$ cat config.mk
export PLATFORM = sky130hd
export DESIGN_NAME = sliding_median_mean_filter_flat
export DESIGN_NICKNAME = d
export VERILOG_FILES = /design/src/hw/rtl/smmf_pkg.sv /design/src/hw/rtl/smmf_if.sv /design/src/hw/rtl/smmf_median.sv /design/src/hw/rtl/smmf_mean_div.sv /design/src/hw/rtl/sliding_median_mean_filter.sv /design/src/flat_wrapper.sv
export SDC_FILE = /design/constraint.sdc
export NUM_CORES = 2
export LEC_CHECK = 0
export BUFFER_PORTS_ARGS = -buffer_cell sky130_fd_sc_hd__buf_2
export CAP_MARGIN = 5
export CORE_UTILIZATION = 55
export DETAILED_ROUTE_END_ITERATION = 8
export MAX_ROUTING_LAYER = met4
export PLACE_DENSITY_LB_ADDON = 0.25
export SLEW_MARGIN = 20
export SYNTH_ARGS = -nofsm -noshare
export SYNTH_HDL_FRONTEND = slang
export SYNTH_SLANG_ARGS = --single-unit
$ cat constraint.sdc
create_clock -name clock -period 12.56 [get_ports clock]
set_input_delay 2.512 -clock clock [delete_from_list [all_inputs] [get_ports clock]]
set_output_delay 2.512 -clock clock [all_outputs]
set_load 0.1 [all_outputs]
$ cat src/hw/rtl/smmf_pkg.sv
`timescale 1ns / 1ps
// ----------------------------------------------------------------------------
// smmf_pkg
// Shared types and constants of the sliding median / mean filter.
// ----------------------------------------------------------------------------
package smmf_pkg;

   localparam int VALUE_W = 32;
   localparam int TIME_W  = 31;

   // pipeline registers from the window register up to, not counting, the output register
   localparam int NUM_STAGES = 6;

   // low chunk width of the two-chunk constant divider
   localparam int DIV_LO_W = 18;

   typedef logic signed [VALUE_W-1:0] value_type;
   typedef logic [TIME_W-1:0]         time_type;

   typedef enum logic {
      MODE_MEDIAN = 1'b0,
      MODE_MEAN   = 1'b1
   } filter_mode_type;

   // load enables of the divider stages
   typedef struct packed {
      logic abs_en;
      logic hi_en;
      logic fold_en;
      logic lo_en;
   } div_en_type;

endpackage

$ cat src/hw/rtl/smmf_if.sv
`timescale 1ns / 1ps
// ----------------------------------------------------------------------------
// smmf channel interfaces
// Valid/ready channels for samples, results and the mode register write.
// ----------------------------------------------------------------------------
interface smmf_req_if;
   import smmf_pkg::*;
   logic      valid;
   logic      ready;
   value_type sample_value;
   time_type  sample_time;
   logic      series_start;

   modport source (output valid, sample_value, sample_time, series_start, input ready);
   modport sink (input valid, sample_value, sample_time, series_start, output ready);
endinterface

interface smmf_rsp_if;
   import smmf_pkg::*;
   logic      valid;
   logic      ready;
   value_type filtered_value;
   time_type  center_time;

   modport source (output valid, filtered_value, center_time, input ready);
   modport sink (input valid, filtered_value, center_time, output ready);
endinterface

interface smmf_csr_if;
   logic valid;
   logic ready;
   logic filter_mode;

   modport source (output valid, filter_mode, input ready);
   modport sink (input valid, filter_mode, output ready);
endinterface

$ cat src/hw/rtl/smmf_median.sv
`timescale 1ns / 1ps
// ----------------------------------------------------------------------------
// smmf_median
// Rank network: picks the window sample whose stable sorted rank is the middle.
// ----------------------------------------------------------------------------
module smmf_median #(
   parameter int WINDOW_LEN = 5
) (
   input  smmf_pkg::value_type win_in [WINDOW_LEN],
   output smmf_pkg::value_type median
);
   import smmf_pkg::*;

   localparam int CNT_W   = $clog2(WINDOW_LEN);
   localparam int MED_POS = (WINDOW_LEN - 1) / 2;
   localparam logic [CNT_W-1:0] MED_RANK = CNT_W'(MED_POS);

   logic [CNT_W-1:0] rank [WINDOW_LEN];

   always_comb begin
      median = '0;
      for (int i = 0; i < WINDOW_LEN; i++) begin
         rank[i] = '0;
         for (int j = 0; j < WINDOW_LEN; j++) begin
            // ties broken by position so every rank is taken exactly once
            if ((j != i) && ((win_in[j] < win_in[i]) ||
                             ((j < i) && (win_in[j] == win_in[i])))) begin
               rank[i] = rank[i] + 1'b1;
            end
         end
      end
      for (int i = 0; i < WINDOW_LEN; i++) begin
         if (rank[i] == MED_RANK) begin
            median = median | win_in[i];
         end
      end
   end

endmodule

$ cat src/hw/rtl/smmf_mean_div.sv
`timescale 1ns / 1ps
// ----------------------------------------------------------------------------
// smmf_mean_div
// Four-stage divide of the window sum by the window length, toward zero.
// ----------------------------------------------------------------------------
module smmf_mean_div #(
   parameter int WINDOW_LEN = 5
) (
   input  logic                                                clock,
   input  smmf_pkg::div_en_type                                en,
   input  logic signed [smmf_pkg::VALUE_W+$clog2(WINDOW_LEN)-1:0] sum_in,
   output smmf_pkg::value_type                                 mean_out
);
   import smmf_pkg::*;

   localparam int LOG_W = $clog2(WINDOW_LEN);
   localparam int SUM_W = VALUE_W + LOG_W;
   localparam int MAG_W = SUM_W;
   localparam int LO_W  = DIV_LO_W;
   localparam int HI_W  = MAG_W - LO_W;
   localparam int XL_W  = LO_W + LOG_W;
   localparam int KH    = HI_W + LOG_W;
   localparam int KL    = XL_W + LOG_W;
   localparam int RH_W  = HI_W + 1;
   localparam int RL_W  = XL_W + 1;
   localparam int PH_W  = KH + HI_W;
   localparam int PL_W  = KL + LO_W;
   localparam longint unsigned RH_L = ((64'd1 << KH) + WINDOW_LEN - 1) / WINDOW_LEN;
   localparam longint unsigned RL_L = ((64'd1 << KL) + WINDOW_LEN - 1) / WINDOW_LEN;
   localparam logic [RH_W-1:0] RH = RH_W'(RH_L);
   localparam logic [RL_W-1:0] RL = RL_W'(RL_L);
   localparam logic [HI_W-1:0] DIVISOR = HI_W'(WINDOW_LEN);

   logic [MAG_W-1:0] mag_a_ff;
   logic             neg_a_ff;
   logic [HI_W-1:0]  qh_b_ff;
   logic [HI_W-1:0]  mh_b_ff;
   logic [LO_W-1:0]  ml_b_ff;
   logic             neg_b_ff;
   logic [XL_W-1:0]  x_c_ff;
   logic [HI_W-1:0]  qh_c_ff;
   logic             neg_c_ff;
   logic [LO_W-1:0]  ql_d_ff;
   logic [HI_W-1:0]  qh_d_ff;
   logic             neg_d_ff;

   logic [PH_W-1:0]  prod_h;
   logic [PL_W-1:0]  prod_l;
   logic [HI_W-1:0]  rem_h;
   logic [MAG_W-1:0] quo;
   logic [MAG_W-1:0] res;

   // reciprocal multiplies are exact over the chunk ranges, no correction step
   assign prod_h = PH_W'(mag_a_ff[MAG_W-1 -: HI_W]) * PH_W'(RH);
   assign rem_h  = mh_b_ff - (qh_b_ff * DIVISOR);
   assign prod_l = PL_W'(x_c_ff) * PL_W'(RL);
   assign quo    = {qh_d_ff, ql_d_ff};
   assign res    = neg_d_ff ? (MAG_W'(0) - quo) : quo;
   assign mean_out = value_type'(res[VALUE_W-1:0]);

   always_ff @(posedge clock) begin
      if (en.abs_en) begin
         neg_a_ff <= sum_in[SUM_W-1];
         mag_a_ff <= sum_in[SUM_W-1] ? MAG_W'(-sum_in) : MAG_W'(sum_in);
      end
      if (en.hi_en) begin
         qh_b_ff  <= prod_h[KH +: HI_W];
         mh_b_ff  <= mag_a_ff[MAG_W-1 -: HI_W];
         ml_b_ff  <= mag_a_ff[LO_W-1:0];
         neg_b_ff <= neg_a_ff;
      end
      if (en.fold_en) begin
         // remainder of the high chunk is below the divisor
         x_c_ff   <= {rem_h[LOG_W-1:0], ml_b_ff};
         qh_c_ff  <= qh_b_ff;
         neg_c_ff <= neg_b_ff;
      end
      if (en.lo_en) begin
         ql_d_ff  <= prod_l[KL +: LO_W];
         qh_d_ff  <= qh_c_ff;
         neg_d_ff <= neg_c_ff;
      end
   end

endmodule

$ cat src/hw/rtl/sliding_median_mean_filter.sv
`timescale 1ns / 1ps
// ----------------------------------------------------------------------------
// sliding_median_mean_filter
// Five-sample (WINDOW_LEN) sliding median or mean of timestamped samples.
// ----------------------------------------------------------------------------
// Takes one sample per clock while the pipeline is not backed up, and gives
// one result per sample once the window of a series is full; the first
// WINDOW_LEN-1 samples of a series give none. A sample goes through the window
// register, loaded at the accepting edge, the rank network and window sum
// register, four divider stages and the output register. Every stage has its
// own valid and moves up when the next one is free, so bubbles close up and
// samples keep flowing while a result waits at the output, until all are full.
// The mode register selects median (0) or truncated mean (1). The user must
// write it only while no sample is in flight; the block does not enforce this.
// ----------------------------------------------------------------------------
module sliding_median_mean_filter #(
   parameter int WINDOW_LEN = 5
) (
   input  logic        clock,
   input  logic        reset,
   smmf_req_if.sink    req_bus,
   smmf_rsp_if.source  rsp_bus,
   smmf_csr_if.sink    csr_bus
);
   import smmf_pkg::*;

   localparam int HIST_LEN = WINDOW_LEN - 1;
   localparam int TIME_LEN = WINDOW_LEN / 2;
   localparam int FILL_W   = $clog2(WINDOW_LEN);
   localparam int SUM_W    = VALUE_W + $clog2(WINDOW_LEN);
   localparam logic [FILL_W-1:0] HIST_CNT = FILL_W'(HIST_LEN);

   // sample history, oldest first
   value_type hist_val_ff [HIST_LEN];
   time_type  hist_time_ff [TIME_LEN];
   logic [FILL_W-1:0] fill_ff, fill_in;
   logic [FILL_W-1:0] fill_base;
   logic              win_full;
   logic              req_fire;

   filter_mode_type filter_mode_ff, filter_mode_in;

   logic [NUM_STAGES-1:0] vld_ff, vld_in;
   logic [NUM_STAGES:0]   rdy;
   logic [NUM_STAGES:0]   load;

   value_type win_ff [WINDOW_LEN];
   value_type win_new [WINDOW_LEN];
   time_type  tim_ff [0:NUM_STAGES-1];
   value_type med_ff [1:NUM_STAGES-1];
   value_type med_val;
   logic signed [SUM_W-1:0] sum_ff, sum_in;
   value_type mean_val;
   div_en_type div_en;

   logic      rsp_valid_ff, rsp_valid_in;
   value_type rsp_value_ff, rsp_value_in;
   time_type  rsp_time_ff;

   // ready ripples back from the output register
   always_comb begin
      rdy[NUM_STAGES] = !rsp_valid_ff || rsp_bus.ready;
      for (int k = NUM_STAGES - 1; k >= 0; k--) begin
         rdy[k] = !vld_ff[k] || rdy[k+1];
      end
   end

   assign req_fire  = req_bus.valid && rdy[0];
   assign fill_base = req_bus.series_start ? '0 : fill_ff;
   assign win_full  = fill_base >= HIST_CNT;

   always_comb begin
      fill_in = fill_ff;
      if (req_fire) begin
         fill_in = win_full ? fill_base : fill_base + 1'b1;
      end
   end

   always_comb begin
      for (int i = 0; i < HIST_LEN; i++) begin
         win_new[i] = hist_val_ff[i];
      end
      win_new[HIST_LEN] = req_bus.sample_value;
   end

   always_comb begin
      load[0]   = req_fire && win_full;
      vld_in[0] = rdy[0] ? (req_fire && win_full) : vld_ff[0];
      for (int k = 1; k < NUM_STAGES; k++) begin
         load[k]   = rdy[k] && vld_ff[k-1];
         vld_in[k] = rdy[k] ? vld_ff[k-1] : vld_ff[k];
      end
      load[NUM_STAGES] = rdy[NUM_STAGES] && vld_ff[NUM_STAGES-1];
      rsp_valid_in     = rdy[NUM_STAGES] ? vld_ff[NUM_STAGES-1] : rsp_valid_ff;
   end

   always_comb begin
      filter_mode_in = filter_mode_ff;
      if (csr_bus.valid) begin
         filter_mode_in = filter_mode_type'(csr_bus.filter_mode);
      end
   end

   always_comb begin
      sum_in = '0;
      for (int i = 0; i < WINDOW_LEN; i++) begin
         sum_in = sum_in + SUM_W'(win_ff[i]);
      end
   end

   smmf_median #(
      .WINDOW_LEN (WINDOW_LEN)
   ) u_median (
      .win_in (win_ff),
      .median (med_val)
   );

   assign div_en.abs_en  = load[2];
   assign div_en.hi_en   = load[3];
   assign div_en.fold_en = load[4];
   assign div_en.lo_en   = load[5];

   smmf_mean_div #(
      .WINDOW_LEN (WINDOW_LEN)
   ) u_mean_div (
      .clock    (clock),
      .en       (div_en),
      .sum_in   (sum_ff),
      .mean_out (mean_val)
   );

   assign rsp_value_in = (filter_mode_ff == MODE_MEAN) ? mean_val : med_ff[NUM_STAGES-1];

   always_ff @(posedge clock) begin
      if (reset) begin
         fill_ff        <= '0;
         vld_ff         <= '0;
         rsp_valid_ff   <= 1'b0;
         filter_mode_ff <= MODE_MEDIAN;
      end else begin
         fill_ff        <= fill_in;
         vld_ff         <= vld_in;
         rsp_valid_ff   <= rsp_valid_in;
         filter_mode_ff <= filter_mode_in;
      end
   end

   always_ff @(posedge clock) begin
      if (req_fire) begin
         for (int i = 0; i < HIST_LEN - 1; i++) begin
            hist_val_ff[i] <= hist_val_ff[i+1];
         end
         hist_val_ff[HIST_LEN-1] <= req_bus.sample_value;
         for (int i = 0; i < TIME_LEN - 1; i++) begin
            hist_time_ff[i] <= hist_time_ff[i+1];
         end
         hist_time_ff[TIME_LEN-1] <= req_bus.sample_time;
      end
      if (load[0]) begin
         win_ff    <= win_new;
         tim_ff[0] <= hist_time_ff[0];
      end
      if (load[1]) begin
         sum_ff    <= sum_in;
         med_ff[1] <= med_val;
         tim_ff[1] <= tim_ff[0];
      end
      for (int k = 2; k < NUM_STAGES; k++) begin
         if (load[k]) begin
            med_ff[k] <= med_ff[k-1];
            tim_ff[k] <= tim_ff[k-1];
         end
      end
      if (load[NUM_STAGES]) begin
         rsp_value_ff <= rsp_value_in;
         rsp_time_ff  <= tim_ff[NUM_STAGES-1];
      end
   end

   assign req_bus.ready          = rdy[0];
   assign csr_bus.ready          = 1'b1;
   assign rsp_bus.valid          = rsp_valid_ff;
   assign rsp_bus.filtered_value = rsp_value_ff;
   assign rsp_bus.center_time    = rsp_time_ff;

endmodule

$ cat src/flat_wrapper.sv
// flat-port wrapper written by rule: the top's interface ports become plain ports
module sliding_median_mean_filter_flat import smmf_pkg::*;
#(
   parameter int WINDOW_LEN = 5
)
  (clock, reset, req_bus_valid, req_bus_sample_value, req_bus_sample_time, req_bus_series_start, req_bus_ready, rsp_bus_valid, rsp_bus_filtered_value, rsp_bus_center_time, rsp_bus_ready, csr_bus_valid, csr_bus_filter_mode, csr_bus_ready);
  smmf_req_if req_bus_i ();
  smmf_rsp_if rsp_bus_i ();
  smmf_csr_if csr_bus_i ();
  input  logic clock;
  input  logic reset;
  input wire logic [$bits(req_bus_i.valid)-1:0] req_bus_valid;
  input wire logic [$bits(req_bus_i.sample_value)-1:0] req_bus_sample_value;
  input wire logic [$bits(req_bus_i.sample_time)-1:0] req_bus_sample_time;
  input wire logic [$bits(req_bus_i.series_start)-1:0] req_bus_series_start;
  output wire logic [$bits(req_bus_i.ready)-1:0] req_bus_ready;
  output wire logic [$bits(rsp_bus_i.valid)-1:0] rsp_bus_valid;
  output wire logic [$bits(rsp_bus_i.filtered_value)-1:0] rsp_bus_filtered_value;
  output wire logic [$bits(rsp_bus_i.center_time)-1:0] rsp_bus_center_time;
  input wire logic [$bits(rsp_bus_i.ready)-1:0] rsp_bus_ready;
  input wire logic [$bits(csr_bus_i.valid)-1:0] csr_bus_valid;
  input wire logic [$bits(csr_bus_i.filter_mode)-1:0] csr_bus_filter_mode;
  output wire logic [$bits(csr_bus_i.ready)-1:0] csr_bus_ready;
  assign req_bus_i.valid = req_bus_valid;
  assign req_bus_i.sample_value = req_bus_sample_value;
  assign req_bus_i.sample_time = req_bus_sample_time;
  assign req_bus_i.series_start = req_bus_series_start;
  assign req_bus_ready = req_bus_i.ready;
  assign rsp_bus_valid = rsp_bus_i.valid;
  assign rsp_bus_filtered_value = rsp_bus_i.filtered_value;
  assign rsp_bus_center_time = rsp_bus_i.center_time;
  assign rsp_bus_i.ready = rsp_bus_ready;
  assign csr_bus_i.valid = csr_bus_valid;
  assign csr_bus_i.filter_mode = csr_bus_filter_mode;
  assign csr_bus_ready = csr_bus_i.ready;
  sliding_median_mean_filter #(.WINDOW_LEN(WINDOW_LEN)) u_core (.clock(clock), .reset(reset), .req_bus(req_bus_i), .rsp_bus(rsp_bus_i), .csr_bus(csr_bus_i));
endmodule
==> report_table.html <==
<table>
<tr><th>Metric</th><th>Value</th></tr>
<tr><th colspan="2">Status</th></tr>
<tr><td>Outcome</td><td>complete, no violations</td></tr>
<tr><th colspan="2">Setup path</th></tr>
<tr><td>Cell with the largest stage delay on the worst path</td><td>fa_1</td></tr>
<tr><td>Category of cells accounting for the largest share of critical-path delay</td><td>adder cells</td></tr>
<tr><td>Kind of start point of the critical path</td><td>register</td></tr>
<tr><td>Required time reported for the critical path endpoint</td><td>12.97 ns</td></tr>
<tr><td>Worst setup endpoint</td><td>u_core.u_mean_div.ql_d_ff[11]</td></tr>
<tr><td>Data arrival, critical path</td><td>7.44 ns</td></tr>
<tr><td>Cell breakdown of the critical path</td><td>ha_1 -&gt; inv_1 -&gt; fa_1 -&gt; inv_1 -&gt; fa_1 -&gt; fa_1 -&gt; fa_1 -&gt; fa_1 -&gt; inv_1 -&gt; fa_1 -&gt; inv_1 -&gt; ha_1 -&gt; a21o_1 -&gt; a21o_1 -&gt; a21oi_1 -&gt; nand2_1 -&gt; o31a_1 -&gt; a221oi_1 -&gt; o21ai_0 -&gt; o21a_1 -&gt; nor2_1 -&gt; xnor2_1</td></tr>
<tr><td>Setup slack, reg-to-reg</td><td>5.53 ns</td></tr>
<tr><td>Reg2reg start</td><td>u_core.u_mean_div.x_c_ff[2]</td></tr>
<tr><td>R2r worst-path depth</td><td>22</td></tr>
<tr><td>Worst setup startpoint</td><td>u_core.u_mean_div.x_c_ff[2]</td></tr>
<tr><td>Crit path capture type</td><td>register</td></tr>
<tr><td>Stages on the worst setup path</td><td>22</td></tr>
<tr><td>Delay contributed by the slowest stage of the critical path</td><td>0.54 ns</td></tr>
<tr><td>Cell mode on critical path</td><td>fa_1</td></tr>
<tr><td>Endpoint of the lowest-slack register-to-register path</td><td>u_core.u_mean_div.ql_d_ff[11]</td></tr>
<tr><td>Category of the most critical setup path</td><td>register to register</td></tr>
<tr><td>Buffers &amp; Inverters on Critical Path</td><td>4</td></tr>
<tr><td>Max FO, Critical Path</td><td>6</td></tr>
<tr><th colspan="2">STA</th></tr>
<tr><td>Max-slew violations</td><td>0</td></tr>
<tr><td>Number of hold violations in the final report</td><td>0</td></tr>
<tr><td>Time the worst path needs with I/O delays and setup</td><td>7.029 ns</td></tr>
<tr><td>Relative slew slack</td><td>21.89%</td></tr>
<tr><td>Final Hold Slack</td><td>0.3878 ns</td></tr>
<tr><td>Final critical-path share of the clock period</td><td>55.96%</td></tr>
<tr><td>Unrepaired setup endpoints after global routing</td><td>no</td></tr>
<tr><td>Sum of negative setup slack</td><td>0 ns</td></tr>
<tr><td>Peak clock frequency supported by timing</td><td>142.3 MHz</td></tr>
<tr><td>Actual transition at the worst max-transition pin</td><td>1.161 ns</td></tr>
<tr><td>Final clock skew</td><td>0.04960 ns</td></tr>
<tr><td>Setup violators final</td><td>0</td></tr>
<tr><th colspan="2">Finish</th></tr>
<tr><td>Fraction of final layout cells with drive strength greater than 1</td><td>7.687%</td></tr>
<tr><td>Area of all placed cells without fillers</td><td>60840 um2</td></tr>
<tr><td>Layout fillers</td><td>7611</td></tr>
<tr><td>Total number of nets in the final design</td><td>5408</td></tr>
<tr><td>Final core utilization</td><td>61.46%</td></tr>
<tr><td>Antenna diode instance count</td><td>0</td></tr>
<tr><td>Area Growth Syn to Fin</td><td>9.919%</td></tr>
<tr><th colspan="2">Placement</th></tr>
<tr><td>Last weighted congestion value of the routability-driven placer</td><td>0.9813</td></tr>
<tr><td>Half-perimeter wire length after detailed placement</td><td>95930 um</td></tr>
<tr><td>Port Buffers</td><td>134</td></tr>
<tr><td>Instance area at placement</td><td>57730 um2</td></tr>
<tr><th colspan="2">Clock network</th></tr>
<tr><td>Worst-path clk slew</td><td>0.06 ns</td></tr>
<tr><td>Number of buffers created by CTS</td><td>93</td></tr>
<tr><td>Number of post-CTS setup repair buffers</td><td>0</td></tr>
<tr><td>Clock insertion delay at the later pin of the skew report</td><td>0.71 ns</td></tr>
<tr><td>Root Buffer</td><td>clkbuf_16</td></tr>
<tr><td>CTS Hold Bufs</td><td>0</td></tr>
<tr><td>Total number of clock tree sinks</td><td>946</td></tr>
<tr><td>H-Tree Depth</td><td>3</td></tr>
<tr><td>Number of gates given a new drive strength after cts</td><td>0</td></tr>
<tr><td>CTS tree</td><td>built</td></tr>
<tr><td>Buffers from clock root to sink, at most</td><td>3</td></tr>
<tr><th colspan="2">Routing</th></tr>
<tr><td>Remaining DRCs</td><td>0</td></tr>
<tr><td>Detailed-routing iteration count for the pre-antenna-repair pass</td><td>5</td></tr>
<tr><td>Routed wire per std cell</td><td>21.38 um</td></tr>
<tr><td>Average via count per standard cell</td><td>5.683</td></tr>
<tr><td>Final wirelength</td><td>121200 um</td></tr>
<tr><td>Drt first-iter violations</td><td>2250</td></tr>
<tr><td>Vias</td><td>32230</td></tr>
<tr><td>Post-route ant nets</td><td>0</td></tr>
<tr><th colspan="2">Synth</th></tr>
<tr><td>Async S/R FF share, synth</td><td>0%</td></tr>
<tr><td>Share of synthesized area occupied by flip-flops and latches</td><td>51.12%</td></tr>
<tr><td>#FFs+latches synth</td><td>946</td></tr>
<tr><td>Post-synth net total</td><td>5201</td></tr>
<tr><td>Top cells by area in the synthesized netlist</td><td>edfxtp_1 51%, ha_1 16%, fa_1 11%</td></tr>
<tr><td>Total standard cell area after synthesis</td><td>55350 um2</td></tr>
<tr><td>Post-synth top area cell</td><td>edfxtp_1</td></tr>
<tr><td>Cells after synthesis</td><td>4097</td></tr>
<tr><td>Average cell area after synthesis</td><td>13.51 um2</td></tr>
<tr><td>Top FF cell, synth</td><td>edfxtp_1</td></tr>
<tr><td>Post-synth EDFFs</td><td>935</td></tr>
<tr><td>Share of the synthesized area in the top cell type</td><td>50.73%</td></tr>
<tr><td>Yosys Warn Count</td><td>0</td></tr>
<tr><td>Synth unique cells</td><td>80</td></tr>
<tr><th colspan="2">Global route</th></tr>
<tr><td>Overall fraction of global-route tracks in use</td><td>24.96%</td></tr>
<tr><td>Antenna violations before repair</td><td>2</td></tr>
<tr><td>Largest net degree at the start of global routing</td><td>128</td></tr>
<tr><td>Global route total overflow</td><td>0</td></tr>
<tr><td>Via count of the first global-routing pass</td><td>32608</td></tr>
<tr><td>Wire length of the first global-routing pass</td><td>187000 um</td></tr>
<tr><th colspan="2">Worst hold path</th></tr>
<tr><td>Classification of the worst-slack hold path</td><td>register to register</td></tr>
<tr><th colspan="2">Power and ir drop</th></tr>
<tr><td>Leakage power</td><td>25.55 nW</td></tr>
<tr><td>Worst IR Drop VDD</td><td>0.1245 mV</td></tr>
<tr><td>Total design power</td><td>0.006306 W</td></tr>
<tr><td>Power density over the cells</td><td>103.7 nW/um2</td></tr>
<tr><th colspan="2">Floorplan</th></tr>
<tr><td>Row count</td><td>115</td></tr>
<tr><td>Die span in x</td><td>319.2 um</td></tr>
<tr><td># IOs</td><td>136</td></tr>
<tr><td>Initial cell density of the core</td><td>55.91%</td></tr>
<tr><td>Die extent in y</td><td>319.2 um</td></tr>
<tr><td>Floorplan die area</td><td>101900 um2</td></tr>
<tr><td>Placeable core region</td><td>98990 um2</td></tr>
<tr><th colspan="2">Run</th></tr>
<tr><td># Max-Cap Violations</td><td>0</td></tr>
</table>
-- metrics by stage --
stage,std cells,worst slack (ns)
2_1_floorplan,4097,1.595
3_3_place_gp,5496,5.732
3_5_place_dp,5496,5.584
4_1_cts,5671,5.528
5_1_grt,5671,5.157
6_report,5671,5.531
-- where the power goes --
group	internal [W]	switching [W]	total, W	leakage, nW
clock	0.00156	0.00119	0.00274	1.47
combinational	0.0000177	0.0000346	0.0000523	15.4
sequential	0.00349	0.0000165	0.00351	8.64
-- layout make-up --
type | instances | area (um2) | share of cell area (%)
clock inverters | 62 | 693.2 | 1.139
multi-input cells | 2458 | 24540 | 40.34
clock buffers | 113 | 2412 | 3.965
repair buffers | 153 | 825.8 | 1.357
flip-flops and latches | 946 | 28300 | 46.51
well taps | 1287 | 1610 | 2.647
inverters | 652 | 2455 | 4.035
-- kinds of logic (layout without fill, tap and decap cells) --
family                     count (synthesis)  count (layout)  synth area share, %
AOI/OAI and AO/OA                        689             689                8.529
xor gates and xnor gates                 167             167                2.643
adders and majority gates               1034            1034                27.51
buffers and inverters                    693             980                4.718
DFF                                      946             946                51.12
muxes                                     14              14               0.2645
other                                      1               1             0.006775
and+or+nand+nor                          553             553                5.204
-- cell usage after synthesis, types with 24 or more instances --
library cell,instances
o31ai_1,24
nor3_1,29
a21oi_1,197
o21a_1,25
nor2b_1,40
inv_1,652
o21ai_0,84
xnor2_1,107
nand4_1,71
clkbuf_1,34
xor2_1,60
nand2_1,113
fa_1,305
a221o_1,67
nor2_1,127
edfxtp_1,935
ha_1,729
a31oi_1,43
a21o_1,102
nand3_1,47
-- metal layers --
metal / GRT usage, % / part of all wire (%) / vias up
li1: - / - / 15331
met1: 33.87 / 45 / 15842
met2: 39.30 / 47 / 853
met3: 3.448 / 5.2 / 204
met4: 7.479 / 3.0 / 0
met5: - / 0 / -
-- cell usage in the layout, fill, tap and decap left out, drive strengths merged, types with 29 or more instances in the layout --
| cell type | synthesis | routed |
|---|---|---|
| xnor2 | 107 | 107 |
| nor2b | 40 | 40 |
| nand4 | 71 | 71 |
| ha | 729 | 729 |
| clkbuf | 34 | 113 |
| fa | 305 | 305 |
| edfxtp | 935 | 935 |
| nand2 | 113 | 113 |
| nor2 | 128 | 128 |
| inv | 652 | 656 |
| a21o | 102 | 102 |
| xor2 | 60 | 60 |
| nor3 | 29 | 29 |
| a21oi | 197 | 197 |
| clkinv | 0 | 38 |
| a31oi | 43 | 43 |
| buf | 7 | 153 |
| a221o | 67 | 67 |
| o21ai | 84 | 84 |
| nand3 | 47 | 47 |
-- sequential cells by signal (all words and copies together), names as in the netlist, 14 cells and up --
signal / count
u_core.hist_time_ff: 62
u_core.hist_val_ff: 128
u_core.med_ff: 160
u_core.rsp_bus.center_time: 31
u_core.rsp_bus.filtered_value: 32
u_core.sum_ff: 35
u_core.tim_ff: 186
u_core.u_mean_div.mag_a_ff: 35
u_core.u_mean_div.ml_b_ff: 18
u_core.u_mean_div.qh_b_ff: 14
u_core.u_mean_div.qh_c_ff: 14
u_core.u_mean_div.qh_d_ff: 14
u_core.u_mean_div.ql_d_ff: 18
u_core.u_mean_div.x_c_ff: 21
u_core.win_ff: 160
-- worst min path at each step --
stage | startpoint | end | cells after the start
detailed placement | u_core.hist_time_ff[0][43] | u_core.hist_time_ff[0][12] | 0
floorplan | u_core.hist_time_ff[0][31] | u_core.hist_time_ff[0][0] | 0
global placement | u_core.tim_ff[2][15] | u_core.tim_ff[3][15] | 0
CTS | u_core.u_mean_div.qh_c_ff[8] | u_core.u_mean_div.qh_d_ff[8] | 0
global route | u_core.u_mean_div.qh_c_ff[8] | u_core.u_mean_div.qh_d_ff[8] | 0
finish | u_core.u_mean_div.qh_c_ff[8] | u_core.u_mean_div.qh_d_ff[8] | 0
(Power assumes the default switching activity.)
